### src/sv/grid_first_fit_rect_allocator_unit_assert.svh
// Assertion macros for the grid first-fit rectangle allocator.
// Included by the top level; depends on nothing else.
`ifndef GRID_FIRST_FIT_RECT_ALLOCATOR_UNIT_ASSERT_SVH
`define GRID_FIRST_FIT_RECT_ALLOCATOR_UNIT_ASSERT_SVH

// Same-cycle implication, checked out of reset.
`define GFFR_ASSERT_NOW(label, clk, rst_n, ante, cons, msg) \
	label: assert property (@(posedge clk) disable iff (!rst_n) (ante) |-> (cons)) \
		else $error(msg);

// Next-cycle implication, checked out of reset.
`define GFFR_ASSERT_NEXT(label, clk, rst_n, ante, cons, msg) \
	label: assert property (@(posedge clk) disable iff (!rst_n) (ante) |=> (cons)) \
		else $error(msg);

`endif

### src/sv/gffr_ram.sv
// Generic simple dual-port RAM: one write port, one read port with
// registered read data. Standalone, no package use.
module gffr_ram #(
	parameter int WIDTH = 8,
	parameter int DEPTH = 16
) (
	input  logic                     clk,
	input  logic                     we,
	input  logic [$clog2(DEPTH)-1:0] waddr,
	input  logic [WIDTH-1:0]         wdata,
	input  logic                     re,
	input  logic [$clog2(DEPTH)-1:0] raddr,
	output logic [WIDTH-1:0]         rdata
);

	logic [WIDTH-1:0] mem [DEPTH];

	always_ff @(posedge clk) begin
		if (we) begin
			mem[waddr] <= wdata;
		end
		if (re) begin
			rdata <= mem[raddr];
		end
	end

endmodule

### config.mk
export PLATFORM = sky130hd
export DESIGN_NAME = gffr_ram
export DESIGN_NICKNAME = d
export VERILOG_FILES = /design/src/sv/grid_first_fit_rect_allocator_unit_assert.svh /design/src/sv/gffr_ram.sv
export SDC_FILE = /design/constraint.sdc
export NUM_CORES = 1
export LEC_CHECK = 0
export ABC_AREA = 1
export BUFFER_PORTS_ARGS = -buffer_cell sky130_fd_sc_hd__buf_2
export CAP_MARGIN = 10
export CORE_MARGIN = 5
export CORE_UTILIZATION = 61
export DETAILED_ROUTE_END_ITERATION = 10
export PLACE_DENSITY = 0.89
export SYNTH_ARGS = -nofsm -noshare
export SYNTH_HDL_FRONTEND = slang
export SYNTH_SLANG_ARGS = --single-unit
### constraint.sdc
create_clock -name clk -period 1.25 [get_ports clk]
set_input_delay 0.1875 -clock clk [delete_from_list [all_inputs] [get_ports clk]]
set_output_delay 0.1875 -clock clk [all_outputs]
set_load 0.01 [all_outputs]
# Word level (Yosys, flattened, before mapping)
# Memories as Yosys holds them, arrays and structs flattened. A register that Yosys moved wholly into a read port is not among the register bits.
# Index checks and enable logic that the tools add are counted.
# classes
n_mux	2
# ops
cell	n
2-to-1 mux 1 bit	2
# totals
mem_count	1
word_cells	3
output_inout_bits	8
input_bits	19
mem_bits_rw	128
register_bits	0
# memory_table
name	words	word_bits	rd	rd_ports_with_merged_regs	wr	line_no	rtl
mem	16	8	1	1	1	gffr_ram.sv:16	logic [WIDTH-1:0] mem [DEPTH];

# Depth between registers and ports, before layout
# logic_depth
word_depth	2
ltp_mapped	8
mapped_depth_nobuf	7

# Least setup slack after synthesis
# Ideal clock, no wire load.
# synth_timing
path_type	input-to-reg
start	in waddr[2]
end	mem mem[10][0] (enable)
cell_stages	2
n_path_buf	0
path_slack_ns	0.112
t_required_ns	0.880
setup_ns	0.370
t_arrival_ns	0.768
cell_sequence	nand3b_1 > nor2_1
# synth_lines
item	line_no	rtl
from (decl)	gffr_ram.sv:9	input logic [$clog2(DEPTH)-1:0] waddr,
to (decl)	gffr_ram.sv:16	
# No word-level cell before the write port.

# Worst setup path after layout
# layout_timing
start	reg rdata[2], read port of mem
end	out rdata[2]
# layout_lines
item	line_no	rtl
from (decl)	gffr_ram.sv:13	output logic [WIDTH-1:0] rdata
# No word-level cell between the ends.

==> results.toml <==
[die]
core_area_mm2 = 0.00928
die_h_um = 108
initial_utilization_pct = 63.0
row_count = 35
ios = 27
die_x_um = 108
die_area_mm2 = 0.0116

[routing]
drt_iter0_markers = 399
drt-pass1-iter-count = 5
drc_errors = 0
wl_per_cell_um = 18.4
antenna_left = 0
vias = 4069
via_per_inst = 5.51
drt-total-wl_um = 13600

[worst_setup_path]
endpoint_kind = "output port"
crit_type = "register to output port"
critPathBufInv = 1
critPathMaxStageDelay_ps = 410
crit_required_ps = 1060
startpoint = "rdata[2]"
crit_path_top_delay_cell = "edfxtp_1"
endpoint = "rdata[2]"
startpoint_type = "register"
r2r_setup_slack_ps = 50
cp.depth = 1
crit_chain = "buf_2"
r2r_start = "mem[5][7]"
arrival_ps = 1100
crit_family = "flip-flops"
worstRegToRegCells = 6
crit_path_max_fanout = 1
rr_endpoint = "rdata[7]"

[clock_tree]
numCtsBuffers = 17
h-tree-depth = 4
clock_latency_ps = 520
clock_path_buffers = 2
cts_tree = "yes"
cts_sinks = 136
postCtsHoldBufs = 0
cts_root_buf = "clkbuf_8"
cts_setup_buffers = 0
clk_pin_slew_worst_paths_ps = 60

[timing]
finalSetupTns_ps = -38.6
worstMarginPinSlew_ps = 584
finalSetupViolations = 2
hold_ws_ps = 29.2
maxSlewHeadroom_pct = 61.0
worst_slack_ps = -35.8
hold_viol = 0
finalClockSkew_ps = 6.96
drv_slew = 0
period_needed_ps = 1290
finalCritPeriodShare_pct = 103
max_freq_mhz = 778
rsz0062_at_grt = "yes"

[grt]
grt_pass1_vias = 4072
grt_usage_pct = 25.3
antenna_found_initial = 0
grt_max_degree = 33
grt_pass1_wl_um = 21400
grt_overflow = 0

[flow_run]
drv_cap = 0

[pwr]
leakage_nw = 2.97
ir_worst_vdd_mv = 1.19
power_density_mw_per_mm2 = 1570
finalPower_mw = 10.7

[place]
place_hpwl_um = 7910
port_buffers = 26
gp_congestion = 0.871

[layout]
areaGrowthSynthToFinish_pct = 16.5
drive_above_1_share_pct = 13.8
num-fill-cells = 597
n_antenna_cell = 0
nNetsFinal = 617
fin_util_pct = 73.3

[logic_synthesis]
synth_simple_gate_area_share_pct = 20.8
syn_inst = 551
synth.area.mux_share_pct = 0
synth_compound_area_share_pct = 0
synthesis.nets = 570
syn-cell-area_mm2 = 0.00585
synth_cell_types = 11
ys_warn_count = 0
seq_area_frac_synth_pct = 69.8
syn_avg_cell_area_um2 = 10.6
synthXorXnorAreaFrac_pct = 0
ys_ff_latch = 136
synth_fa_ha_area_share_pct = 0
synth_top_family_by_area = "simple AND/OR/NAND/NOR gates"

[run_status]
outcome = "complete, but fails checks"
violations = "negative setup slack"

[min_path]
hold_class = "input pin to register"
## synth_stat cells
library cell | n | area share, %
buf_4 | 4 | 0.51
nor2_1 | 17 | 1.1
nand2_1 | 173 | 11
edfxtp_1 | 136 | 70
inv_2 | 2 | 0.13
buf_1 | 1 | 0.064
inv_1 | 100 | 6.4
buf_6 | 6 | 1.2
nand3_1 | 97 | 8.3
nand3b_1 | 2 | 0.26
buf_2 | 13 | 1.1
## registers in the layout, summed over array words and instances, names as in the netlist
register / count
rdata: 8
mem: 128
## cell usage in the layout (no fill, tap or decap), drive strengths merged
cell type / n
buf: 52
bufinv: 3
clkbuf: 17
clkinv: 7
clkinvlp: 1
edfxtp: 136
inv: 104
nand2: 173
nand3: 97
nand3b: 2
nor2: 17
## stage by stage
stage / cell area (um2) / instances / setup WS [ps]
floorplan: 5850 / 551 / 112
global placement: 6230 / 708 / -140
detailed placement: 6230 / 708 / -185
CTS: 6800 / 738 / -36.8
global route: 6810 / 738 / -59.2
finish: 6810 / 738 / -35.8
## kinds of logic after synthesis
family	after synthesis
and+or+nand+nor	289
DFF	136
buffers and inverters	126
## final cells by class
cell class	count	area, um2	area share (%)
sequential	136	4080	60.0
clock buffer	17	414	6.08
multi-input combinational	289	1220	18.0
inverter	102	383	5.62
timing repair buffer	52	388	5.70
tap	129	161	2.37
clock inverter	13	155	2.28
## layer usage
metal | wire [um] | share of wire, % | track usage (%) | vias up
li1 | - | - | - | 1871
met1 | 5180 | 38 | 33.4 | 1879
met2 | 6570 | 48 | 40.3 | 277
met3 | 1300 | 9.5 | 5.58 | 42
met4 | 529 | 3.9 | 11.6 | 0
met5 | 0 | 0 | 0 | -
## how the worst min path moves through the flow
stage / from / end / slack [ps] / depth (start not counted)
global placement: re / rdata[1] / 550 / 1
detailed placement: re / rdata[1] / 560 / 1
floorplan: wdata[0] / mem[0][0] / 290 / 0
finish: re / rdata[3] / 30 / 1
global route: re / rdata[1] / 20 / 1
CTS: re / rdata[3] / 10 / 1
## where the power goes
part	switching, mW	total (mW)	internal [mW]
combinational	0.467	0.673	0.206
sequential	0.0286	5.17	5.14
clock	1.81	4.82	3.00
total	2.31	10.7	8.35
## what timing repair did
action	CTS	global route
cloned	0	0
setup endpoints to repair	3	3
gates resized for setup	1	1
Power figures use the tool's default switching activity.
