==> src/sv/grid_first_fit_rect_allocator_unit_assert.svh <==
// Assertion macros for the grid first-fit rectangle allocator.
// Included by the top level; depends on nothing else.
`ifndef GRID_FIRST_FIT_RECT_ALLOCATOR_UNIT_ASSERT_SVH
`define GRID_FIRST_FIT_RECT_ALLOCATOR_UNIT_ASSERT_SVH

// Same-cycle implication, checked out of reset.
`define GFFR_ASSERT_NOW(label, clk, rst_n, ante, cons, msg) \
	label: assert property (@(posedge clk) disable iff (!rst_n) (ante) |-> (cons)) \
		else $error(msg);

// Next-cycle implication, checked out of reset.
`define GFFR_ASSERT_NEXT(label, clk, rst_n, ante, cons, msg) \
	label: assert property (@(posedge clk) disable iff (!rst_n) (ante) |=> (cons)) \
		else $error(msg);

`endif

==> src/sv/gffr_pkg.sv <==
// Shared constants, payload structs and internal control types for the
// grid first-fit rectangle allocator. No dependencies.
package gffr_pkg;

	localparam int GRID     = 256;
	localparam int PAD      = 2;
	localparam int HALF_PAD = PAD / 2;
	// column / row index width and count width (counts reach GRID itself)
	localparam int CW = $clog2(GRID);
	localparam int DW = $clog2(GRID + 1);
	// width of padded sizes and sums, wide enough for a 9-bit request plus padding
	localparam int SW = ((DW > 9) ? DW : 9) + 1;

	localparam logic OP_ALLOC = 1'b0;
	localparam logic OP_CLEAR = 1'b1;

	typedef struct packed {
		logic       opcode;
		logic [8:0] rect_width;
		logic [8:0] rect_height;
	} cmd_t;

	typedef struct packed {
		logic       placed;
		logic [8:0] pos_x;
		logic [8:0] pos_y;
		logic [8:0] used_width;
		logic [8:0] used_height;
	} res_t;

	typedef struct packed {
		logic            start;
		logic [DW-1:0]   width;
		logic [GRID-1:0] vec;
	} scan_ctrl_t;

	typedef struct packed {
		logic          busy;
		logic          done;
		logic          found;
		logic [CW-1:0] x;
	} scan_stat_t;

	typedef enum logic [5:0] {
		ST_IDLE    = 6'b000001,
		ST_READ    = 6'b000010,
		ST_SCAN    = 6'b000100,
		ST_MARK_RD = 6'b001000,
		ST_MARK_WR = 6'b010000,
		ST_RESP    = 6'b100000
	} state_t;

endpackage

==> src/sv/gffr_run_scan.sv <==
// Column scan unit: walks a row-occupancy vector one column a cycle and
// reports the first run of free columns of the requested width. Uses gffr_pkg.
module gffr_run_scan (
	input  logic                  clk,
	input  logic                  arst_n,
	input  gffr_pkg::scan_ctrl_t  ctrl,
	output gffr_pkg::scan_stat_t  stat
);
	import gffr_pkg::*;

	logic            busy_q;
	logic            done_q;
	logic            found_q;
	logic [GRID-1:0] vec_q;
	logic [CW-1:0]   x_q;
	logic [DW-1:0]   run_q;
	logic [DW-1:0]   width_q;
	logic [CW-1:0]   pos_q;
	logic [DW-1:0]   run_n;
	logic            hit;
	logic            last_col;

	// a free column extends the run, an occupied one restarts it
	assign run_n    = vec_q[0] ? '0 : run_q + DW'(1);
	assign hit      = (run_n == width_q);
	assign last_col = (x_q == CW'(GRID - 1));

	always_ff @(posedge clk or negedge arst_n) begin
		if (!arst_n) begin
			busy_q  <= 1'b0;
			done_q  <= 1'b0;
			found_q <= 1'b0;
		end else begin
			done_q <= 1'b0;
			if (ctrl.start) begin
				busy_q  <= 1'b1;
				found_q <= 1'b0;
			end else if (busy_q) begin
				if (hit) begin
					busy_q  <= 1'b0;
					done_q  <= 1'b1;
					found_q <= 1'b1;
				end else if (last_col) begin
					busy_q  <= 1'b0;
					done_q  <= 1'b1;
					found_q <= 1'b0;
				end
			end
		end
	end

	always_ff @(posedge clk) begin
		if (ctrl.start) begin
			vec_q   <= ctrl.vec;
			x_q     <= '0;
			run_q   <= '0;
			width_q <= ctrl.width;
		end else if (busy_q) begin
			vec_q <= vec_q >> 1;
			x_q   <= x_q + CW'(1);
			run_q <= run_n;
			// run ends at this column, so it started width-1 columns back
			if (hit) begin
				pos_q <= CW'(DW'(x_q) + DW'(1) - width_q);
			end
		end
	end

	assign stat.busy  = busy_q;
	assign stat.done  = done_q;
	assign stat.found = found_q;
	assign stat.x     = pos_q;

endmodule

==> config.mk <==
export PLATFORM = sky130hd
export DESIGN_NAME = gffr_run_scan
export DESIGN_NICKNAME = d
export VERILOG_FILES = /design/src/sv/grid_first_fit_rect_allocator_unit_assert.svh /design/src/sv/gffr_pkg.sv /design/src/sv/gffr_run_scan.sv
export SDC_FILE = /design/constraint.sdc
export NUM_CORES = 1
export LEC_CHECK = 0
export BUFFER_PORTS_ARGS = -buffer_cell sky130_fd_sc_hd__buf_2
export CORE_MARGIN = 5
export CORE_UTILIZATION = 49
export DETAILED_ROUTE_END_ITERATION = 16
export PLACE_DENSITY = 0.81
export SLEW_MARGIN = 20
export SYNTH_ARGS = -nofsm -noshare
export SYNTH_HDL_FRONTEND = slang
export SYNTH_SLANG_ARGS = --single-unit
==> constraint.sdc <==
create_clock -name clk -period 4.5 [get_ports clk]
set_clock_uncertainty 0.15 [all_clocks]
set_input_delay 0.9 -clock clk [delete_from_list [all_inputs] [get_ports clk]]
set_output_delay 0.9 -clock clk [all_outputs]
set_load 0.05 [all_outputs]
======== Word-level counts from Yosys, hierarchy flattened ========
Cells that the tools add are included.
word-level totals
  register bits after elaboration ......... 293
  latch bits .............................. 0
  RAM bits ................................ 0
  memory bits (read-only) ................. 0
  bits of input ports ..................... 268
  output and inout bits ................... 11
  word-level logic and storage cells ...... 34
  memories kept ........................... 0
operators by class
  add/sub/neg operators ................... 4
  multiply operators ...................... 0
  div/mod/pow operators ................... 0
  order comparisons ....................... 0
  equality and inequality tests ........... 2
  shift operators ......................... 0
  muxes and demuxes ....................... 15
  bitwise gates (word level) .............. 1
  reductions and logical operators ........ 4
operators with widths
  cell                                                            count
  256-bit two-way mux                                             2
  8-bit by 1-bit adder with 8-bit output (second input constant)  2
  1-bit two-way mux                                               12
  9-bit by 1-bit adder with 9-bit output (second input constant)  1
  9-bit equality test                                             1
  9-bit two-way mux                                               1
  8-bit equality test (second input constant)                     1
  8-bit subtractor                                                1
  3-bit AND reduction                                             1
  3-bit nonzero test                                              1
  2-bit AND reduction                                             1
  2-bit nonzero test                                              1
  1-bit inverter                                                  1

======== Longest topological paths before layout ========
Gate-level depths: netlist of the first run.
  depth after elaboration ................. 6
  depth in mapped cells ................... 12
  mapped depth without buffers ............ 12

======== Worst setup path before layout of the first run ========
No wires, ideal clock.
  path type ............................... input-to-reg
  start ................................... input port ctrl[265] (netlist name)
  end ..................................... register vec_q[0], enable pin
  arrival time ............................ 4,918 ps
  setup slack ............................. -1,079 ps
  stages on the path ...................... 4
  path buffers ............................ 3
  cells stage by stage .................... clkbuf_1 -> clkbuf_1 -> buf_1 -> or2_2
between the ends
  word-level cells in the longest chain between the ends .. 1
ends and longest elaborated chain
  what                                 RTL line             RTL
  from (decl)                          gffr_run_scan.sv:6   input gffr_pkg::scan_ctrl_t ctrl,
  2-bit nonzero test (no source line)  -
  to (signal assigned)                 gffr_run_scan.sv:54  vec_q <= ctrl.vec;
  to (signal assigned)                 gffr_run_scan.sv:59  vec_q <= vec_q >> 1;
  to (decl)                            gffr_run_scan.sv:14  logic [GRID-1:0] vec_q;
No other way between the ends.
A chain may end at the register's enable or synchronous reset.

======== Worst setup path in the final report of the first run ========
  start ................................... register run_q[0]
  end ..................................... register pos_q[6], enable pin
between the ends
  word-level cells in the longest chain between the ends .. 4
ends and longest elaborated chain
  what                                    RTL line             RTL
  from (decl)                             gffr_run_scan.sv:16  logic [DW-1:0] run_q;
  from (signal assigned)                  gffr_run_scan.sv:61  run_q <= run_n;
  9-bit by 1-bit adder with 9-bit output  gffr_run_scan.sv:24  assign run_n = vec_q[0] ? '0 : run_q + DW'(1);
  9-bit two-way mux                       gffr_run_scan.sv:24
  9-bit equality test                     gffr_run_scan.sv:25  assign hit = (run_n == width_q);
  3-bit AND reduction (no source line)    -
  to (signal assigned)                    gffr_run_scan.sv:64  pos_q <= CW'(DW'(x_q) + DW'(1) - width_q);
  to (decl)                               gffr_run_scan.sv:18  logic [CW-1:0] pos_q;
No other way between the ends.

==> results of run 1 <==
## power by group
group	total (mW)	internal, mW	switching, mW	leakage (nW)
Sequential	3.37	3.28	0.0888	3.05
Combinational	0.514	0.329	0.185	2.71
Clock	2.38	1.37	1.01	0.475
Total	6.27	4.98	1.29	6.23
## cells by family after synthesis
group,share of synthesized area (%)
xor+xnor,1.72
mux,22.7
flops,67.5
compound gates,1.90
fa+ha+maj,1.63
simple gates,2.64
buf+inv,1.91
## worst max path at each step
stage | depth (start not counted) | to | from
finish | 8 | pos_q[6] | run_q[0]
global route | 8 | pos_q[4] | run_q[0]
CTS | 8 | pos_q[4] | run_q[0]
detailed placement | 8 | pos_q[1] | run_q[0]
global placement | 3 | vec_q[156] | ctrl[265]
floorplan | 4 | vec_q[0] | ctrl[265]
## synth_stat cells, drive strengths merged, types with 3 or more instances
cell and count:
edfxtp 273, mux2 255, clkbuf 33, nor2 22
inv 20, a21oi 18, dfxtp 17, ha 15
xnor2 14, o21ai 12, xor2 8, buf 6
nand4 6, nand2 5, nand3 5, nor3 5
or3 5, dfrtp 3, mux2i 3, nand3b 3
## per-stage QoR
step | setup WS (ns) | util, %
6_report | 1.35 | 60.3
5_1_grt | 1.15 | 60.2
4_1_cts | 1.33 | 60.2
3_5_place_dp | 1.35 | 56.5
3_3_place_gp | 1.43 | 56.5
2_1_floorplan | 0.207 | -
## metal layers
| layer | vias up | global-route usage, % | part of all wire [%] |
|---|---|---|---|
| met4 | 8 | 4.13 | 2.3 |
| met5 | - | 0 | 0.24 |
| met3 | 54 | 5.77 | 8.5 |
| li1 | 3458 | - | - |
| met2 | 215 | 26.5 | 48 |
| met1 | 3438 | 21.7 | 41 |
## state kept, by name, summed over array words and instances (netlist names)
| signal | flops |
|---|---|
| vec_q | 256 |
| run_q | 9 |
| width_q | 9 |
| pos_q | 8 |
| x_q | 8 |
| busy_q | 1 |
| done_q | 1 |
| found_q | 1 |
## worst reg2reg max path: cells and delay by family, from the launching register on
family	cells	cell delay, ns
xor gates and xnor gates	1	0.10
DFF	1	0.47
and+or+nand+nor	3	1.27
AOI/OAI and AO/OA	2	0.34
adders and majority gates	1	0.33
buffers and inverters	1	0.12
## cell type report
class,instances,area (um^2),area share (%)
antenna,4,10.0,0.0643
clock buffer,41,886,5.69
clock inverter,14,66.3,0.426
inverter,20,75.1,0.482
multi-input combinational,399,3910,25.1
sequential,293,8610,55.3
tap,335,419,2.69
timing repair buffer,291,1590,10.2
==> results by group, run 1 <==
Run status
  – Status: completed

Global route
  – Grt ovf: 0
  – Vias in the first global route: 7,464
  – Antenna violations before repair: 6
  – GRT Total Usage: 16.5%
  – First-pass GRT wire length: 38,800 um
  – Maximum number of pins on one net before global-route repair: 152

Logic synthesis
  – Predominant post-synthesis flop cell: edfxtp_1
  – Total nets after synthesis: 1,035
  – Yosys top cell area share: 64.2%
  – Synthesized area per cell: 17.0 um^2
  – Unique masters post-synth: 44
  – Yosys reg bits: 293
  – Yosys top cell by area: edfxtp_1
  – Synth async-reset ratio: 1.02%
  – EDFF count, synth: 273
  – Synth area leaders: edfxtp_1, mux2_2, dfxtp_1, ha_1, xnor2_1
  – Post-Syn Area: 12,800 um^2
  – Sequential fraction of the synthesis area: 67.5%
  – Post-Synthesis Cells: 751
  – Synth warnings: 0

STA
  – Final hold vios: 0
  – Worst Max-Slew Pin Slew: 0.874 ns
  – WHS: 0.371 ns
  – Final Critical Period: 3.15 ns
  – Tcrit/Tclk final: 70.0%
  – Max-slew headroom: 41.8%
  – Sum Neg Setup Slack: 0 ns
  – Fmax: 317 MHz
  – Slew Viols, Final: 0
  – RSZ-0062 raised after global routing: false
  – Setup violators final: 0

Worst setup path
  – Crit path cell chain: ha_1 > inv_1 > nor2_4 > xnor2_1 > or4b_4 > a21oi_2 > o2111ai_2 > nor2_1
  – Worst reg2reg endpoint: pos_q[6]
  – Critical-path top delay cell: nor2_1
  – Critical path's top delay family: simple AND/OR/NAND/NOR gates
  – Critical Path AT: 3.17 ns
  – CP max stage delay: 0.62 ns
  – Startpoint types: register
  – Worst R2R Path Depth: 8
  – Top fanout value on the critical path: 8
  – Worst R2R Setup Slack: 1.35 ns
  – Worst endpoint required time: 4.52 ns
  – Crit end category: register
  – Kind of critical path: reg2reg
  – Buf+Inv Stages, Crit Path: 1
  – Reg2Reg Launch Point: run_q[0]

Cells and area
  – # fillers: 1,985
  – Fin area: 15,600 um^2
  – Nets: 1,319
  – Share of cells above drive strength 1: 56.4%
  – Synth-to-Final Area Change: 22.0%
  – Commonest non-fill, non-tap cell in the layout: buf_2
  – Commonest non-fill, non-tap cells in the layout: buf_2, edfxtp_1, mux2_2
  – Post-Layout Cell Count: 1,397

Placement
  – Gpl congestion: 0.788
  – Port bufs: 278
  – Dpl cell area: 14,600 um^2
  – Placed instance count: 1,337
  – Hpwl dp: 17,300 um

Power
  – Peak supply drop: 0.000393 V
  – Leak: 6.23 nW
  – Total Power: 6.27 mW
  – Power per cell area: 403 nW/um^2

Flow run
  – Max-cap violation count: 0

Clocking
  – Total CTS buffers: 30
  – CTS Root Cell: clkbuf_16
  – Worst-Skew Late Latency: 0.54 ns
  – Hold_buf cts: 1
  – Clock Path Buffers: 3
  – Clk slew on worst S/H paths: 0.06 ns
  – Setup Buffers After CTS: 0
  – H-tree levels: 1
  – CTS tree: built
  – # resized after CTS: 0
  – CTS sink cnt: 293

Floorplanning
  – DIE WIDTH: 171 um
  – # IOs: 279
  – Starting Density: 49.4%
  – DIE HEIGHT: 171 um
  – CORE AREA: 25,800 um^2
  – DIE AREA: 29,400 um^2
  – Cell row count: 59

Drt
  – DRC errors left: 0
  – Aggregate routed wire length: 25,400 um
  – Vias per std cell: 5.13
  – Avg WL per Cell: 18.2 um
  – DRT antenna net count: 0
  – Drt pass-1 iters: 4
  – Initial DRC count: 415
  – DR vias: 7,173

Hold path
  – Worst hold stages: 2
  – Worst Hold Class: reg2reg
  – Worst Hold Path EP: x_q[7]
  – Hold_sp: x_q[7]
No activity file was read; power rests on OpenSTA's default activity.
==> inputs of run 2 (changes only) <==
Clock period 4.5 ns to 2.6 ns, I/O delays scaled along.
==> results by group, run 2 (synthesis gave the netlist of run 1 again) <==
Global route
  – Grt ovf: 0 (unchanged)
  – First-pass GRT wire length: 39,600 um (was 38,800 um)
  – GRT Total Usage: 16.9% (was 16.5%)
  – Maximum number of pins on one net before global-route repair: 65 (was 152)
  – Vias in the first global route: 7,725 (was 7,464)
  – Antenna violations before repair: 8 (was 6)

STA
  – Setup violators final: 0 (unchanged)
  – Slew Viols, Final: 0 (unchanged)
  – Fmax: 398 MHz (was 317 MHz)
  – Slack of the critical path: 0.0890 ns (was 1.35 ns)
  – Tcrit/Tclk final: 96.6% (was 70.0%)
  – Final Critical Period: 2.51 ns (was 3.15 ns)
  – Final hold vios: 0 (unchanged)
  – WHS: 0.0522 ns (was 0.371 ns)
  – Max-slew headroom: 59.2% (was 41.8%)
  – Worst Max-Slew Pin Slew: 0.612 ns (was 0.874 ns)
  – RSZ-0062 raised after global routing: false (unchanged)

Cells and area
  – Synth-to-Final Area Change: 24.3% (was 22.0%)
  – Final design utilization: 61.4% (was 60.3%)
  – Commonest non-fill, non-tap cell in the layout: buf_2 (unchanged)
  – Commonest non-fill, non-tap cells in the layout: buf_2, edfxtp_1, mux2_2 (unchanged)
  – Number of flip-flops in the largest register: 256 (unchanged)
  – Most flops, register: vec_q (unchanged)
  – Biggest regs: vec_q (256), run_q (9), width_q (9) (unchanged)
  – Share of cells above drive strength 1: 58.0% (was 56.4%)
  – # fillers: 1,918 (was 1,985)
  – Nets: 1,344 (was 1,319)

Power
  – Int Pwr: 8.71 mW (was 4.98 mW)
  – Net Sw Frac: 20.6% (was 20.5%)
  – Sw Pwr: 2.26 mW (was 1.29 mW)
  – Logic pwr share: 8.5% (was 8.2%)
  – Clk pwr share: 38.3% (was 38.0%)
  – Power per cell area: 691 nW/um^2 (was 403 nW/um^2)
  – Peak supply drop: 0.000781 V (was 0.000393 V)
  – Seq pwr share: 53.2% (was 53.8%)
  – Leak: 6.38 nW (was 6.23 nW)

Placement
  – Gpl congestion: 0.852 (was 0.788)
  – Pre-CTS setup slack: -0.0143 ns (was 1.35 ns)
  – Port bufs: 278 (unchanged)
  – Hpwl dp: 18,200 um (was 17,300 um)

Clocking
  – H-tree levels: 1 (unchanged)
  – Total CTS buffers: 31 (was 30)
  – Clk slew on worst S/H paths: 0.06 ns (about the same)
  – CTS sink cnt: 293 (unchanged)
  – Worst-Skew Late Latency: 0.55 ns (was 0.54 ns)
  – Clock Path Buffers: 3 (unchanged)
  – CTS Root Cell: clkbuf_16 (unchanged)
  – CTS tree: built (unchanged)

Drt
  – Aggregate routed wire length: 25,800 um (was 25,400 um)
  – DR vias: 7,395 (was 7,173)
  – Initial DRC count: 291 (was 415)
  – DRT antenna net count: 0 (unchanged)
  – DRC errors left: 0 (unchanged)
  – Vias per std cell: 5.20 (was 5.13)
  – Drt pass-1 iters: 4 (unchanged)
  – Avg WL per Cell: 18.1 um (was 18.2 um)

Worst setup path
  – Top fanout value on the critical path: 8 (unchanged)
  – Startpoint types: register (unchanged)
  – Crit end category: register (unchanged)
  – Worst endpoint required time: 2.70 ns (was 4.52 ns)
  – Critical Path AT: 2.61 ns (was 3.17 ns)
  – Kind of critical path: reg2reg (unchanged)

Flow run
  – Max-cap violation count: 0 (unchanged)

Floorplanning
  – DIE HEIGHT: 171 um (unchanged)
  – Cell row count: 59 (unchanged)
  – # IOs: 279 (unchanged)
  – Starting Density: 49.4% (unchanged)
  – CORE AREA: 25,800 um^2 (unchanged)
  – DIE AREA: 29,400 um^2 (unchanged)
  – DIE WIDTH: 171 um (unchanged)

Run status
  – Status: completed (unchanged)

Hold path
  – Worst Hold Class: in2reg (was reg2reg)
-- run 2: changes by cell type in the layout (fill, tap and decap cells not counted), sizes merged --
cell,change
buf,+16
bufinv,+2
clkbuf,-6
clkinv,+4
clkinvlp,+2
diode,-1
dlygate4sd3,+8
inv,+1
-- run 2: area by class of cell --
class	count	area [um^2]	share of cell area (%)
Multi-Input combinational cell	399	3930	24.8
Clock inverter	23	165	1.04
Antenna cell	3	7.51	0.0473
Sequential cell	293	8620	54.3
Tap cell	335	419	2.64
Timing Repair Buffer	315	1840	11.6
Clock buffer	35	811	5.11
Inverter	20	75.1	0.473
-- run 2: per-layer routing --
metal / wire length (um) / vias up / global-route usage, %
li1: - / 3504 / -
met1: 10300 / 3620 / 21.4
met2: 12900 / 215 / 28.5
met3: 1960 / 44 / 5.42
met4: 570 / 12 / 4.03
met5: 50 / - / 0
-- run 2: path summary, 6_finish.rpt --
kind / from / to / slack [ns] / cells past startpoint
max: run_q[4] / pos_q[2] / 0.09 / 8
min: ctrl[256] / width_q[0] / 0.05 / 1
max reg2reg: run_q[4] / pos_q[2] / 0.09 / 8
min reg2reg: run_q[1] / run_q[1] / 0.36 / 2
max in group asynchronous: arst_n / done_q / 2.01 / 2
min in group asynchronous: arst_n / busy_q / 0.18 / 2
-- run 2: worst max-delay path: stages, from the launching register on --
cell	delay, ns
dfxtp_2	0.38
and3_1	0.21
nand3_2	0.13
xor2_2	0.21
or4b_4	0.48
a21oi_2	0.16
o2111ai_2	0.17
nor2_2	0.14
buf_4	0.18
-- run 2: stage by stage --
step | std cells | setup TNS, ns | total power, mW | cell area (um^2)
after floorplan | 751 | -200.23 | 6.47 | 12800
final | 1423 | 0 | 11.0 | 15900
after global placement | 1352 | 0 | 6.81 | 14800
after global routing | 1421 | 0 | 11.4 | 15900
after detailed placement | 1352 | -0.113 | 6.86 | 14800
after CTS | 1419 | 0 | 11.1 | 15800
-- run 2: power by group through the flow --
stage	Sequential, mW	Combinational (mW)	Clock [mW]
after detailed placement	5.93	0.925	0
after floorplan	5.86	0.610	0
after global routing	5.88	1.03	4.52
after CTS	5.84	0.946	4.32
final	5.84	0.932	4.20
after global placement	5.92	0.895	0
-- run 2: repair_timing --
item / 4_1_cts / 5_1_grt
buffers inserted: 0 / 1
resized for setup: 1 / 10
pin swaps: 0 / 2
setup endpoints to repair: 8 / 9
hold buffers: 9 / 0
endpoints found under the hold margin: 11 / 0
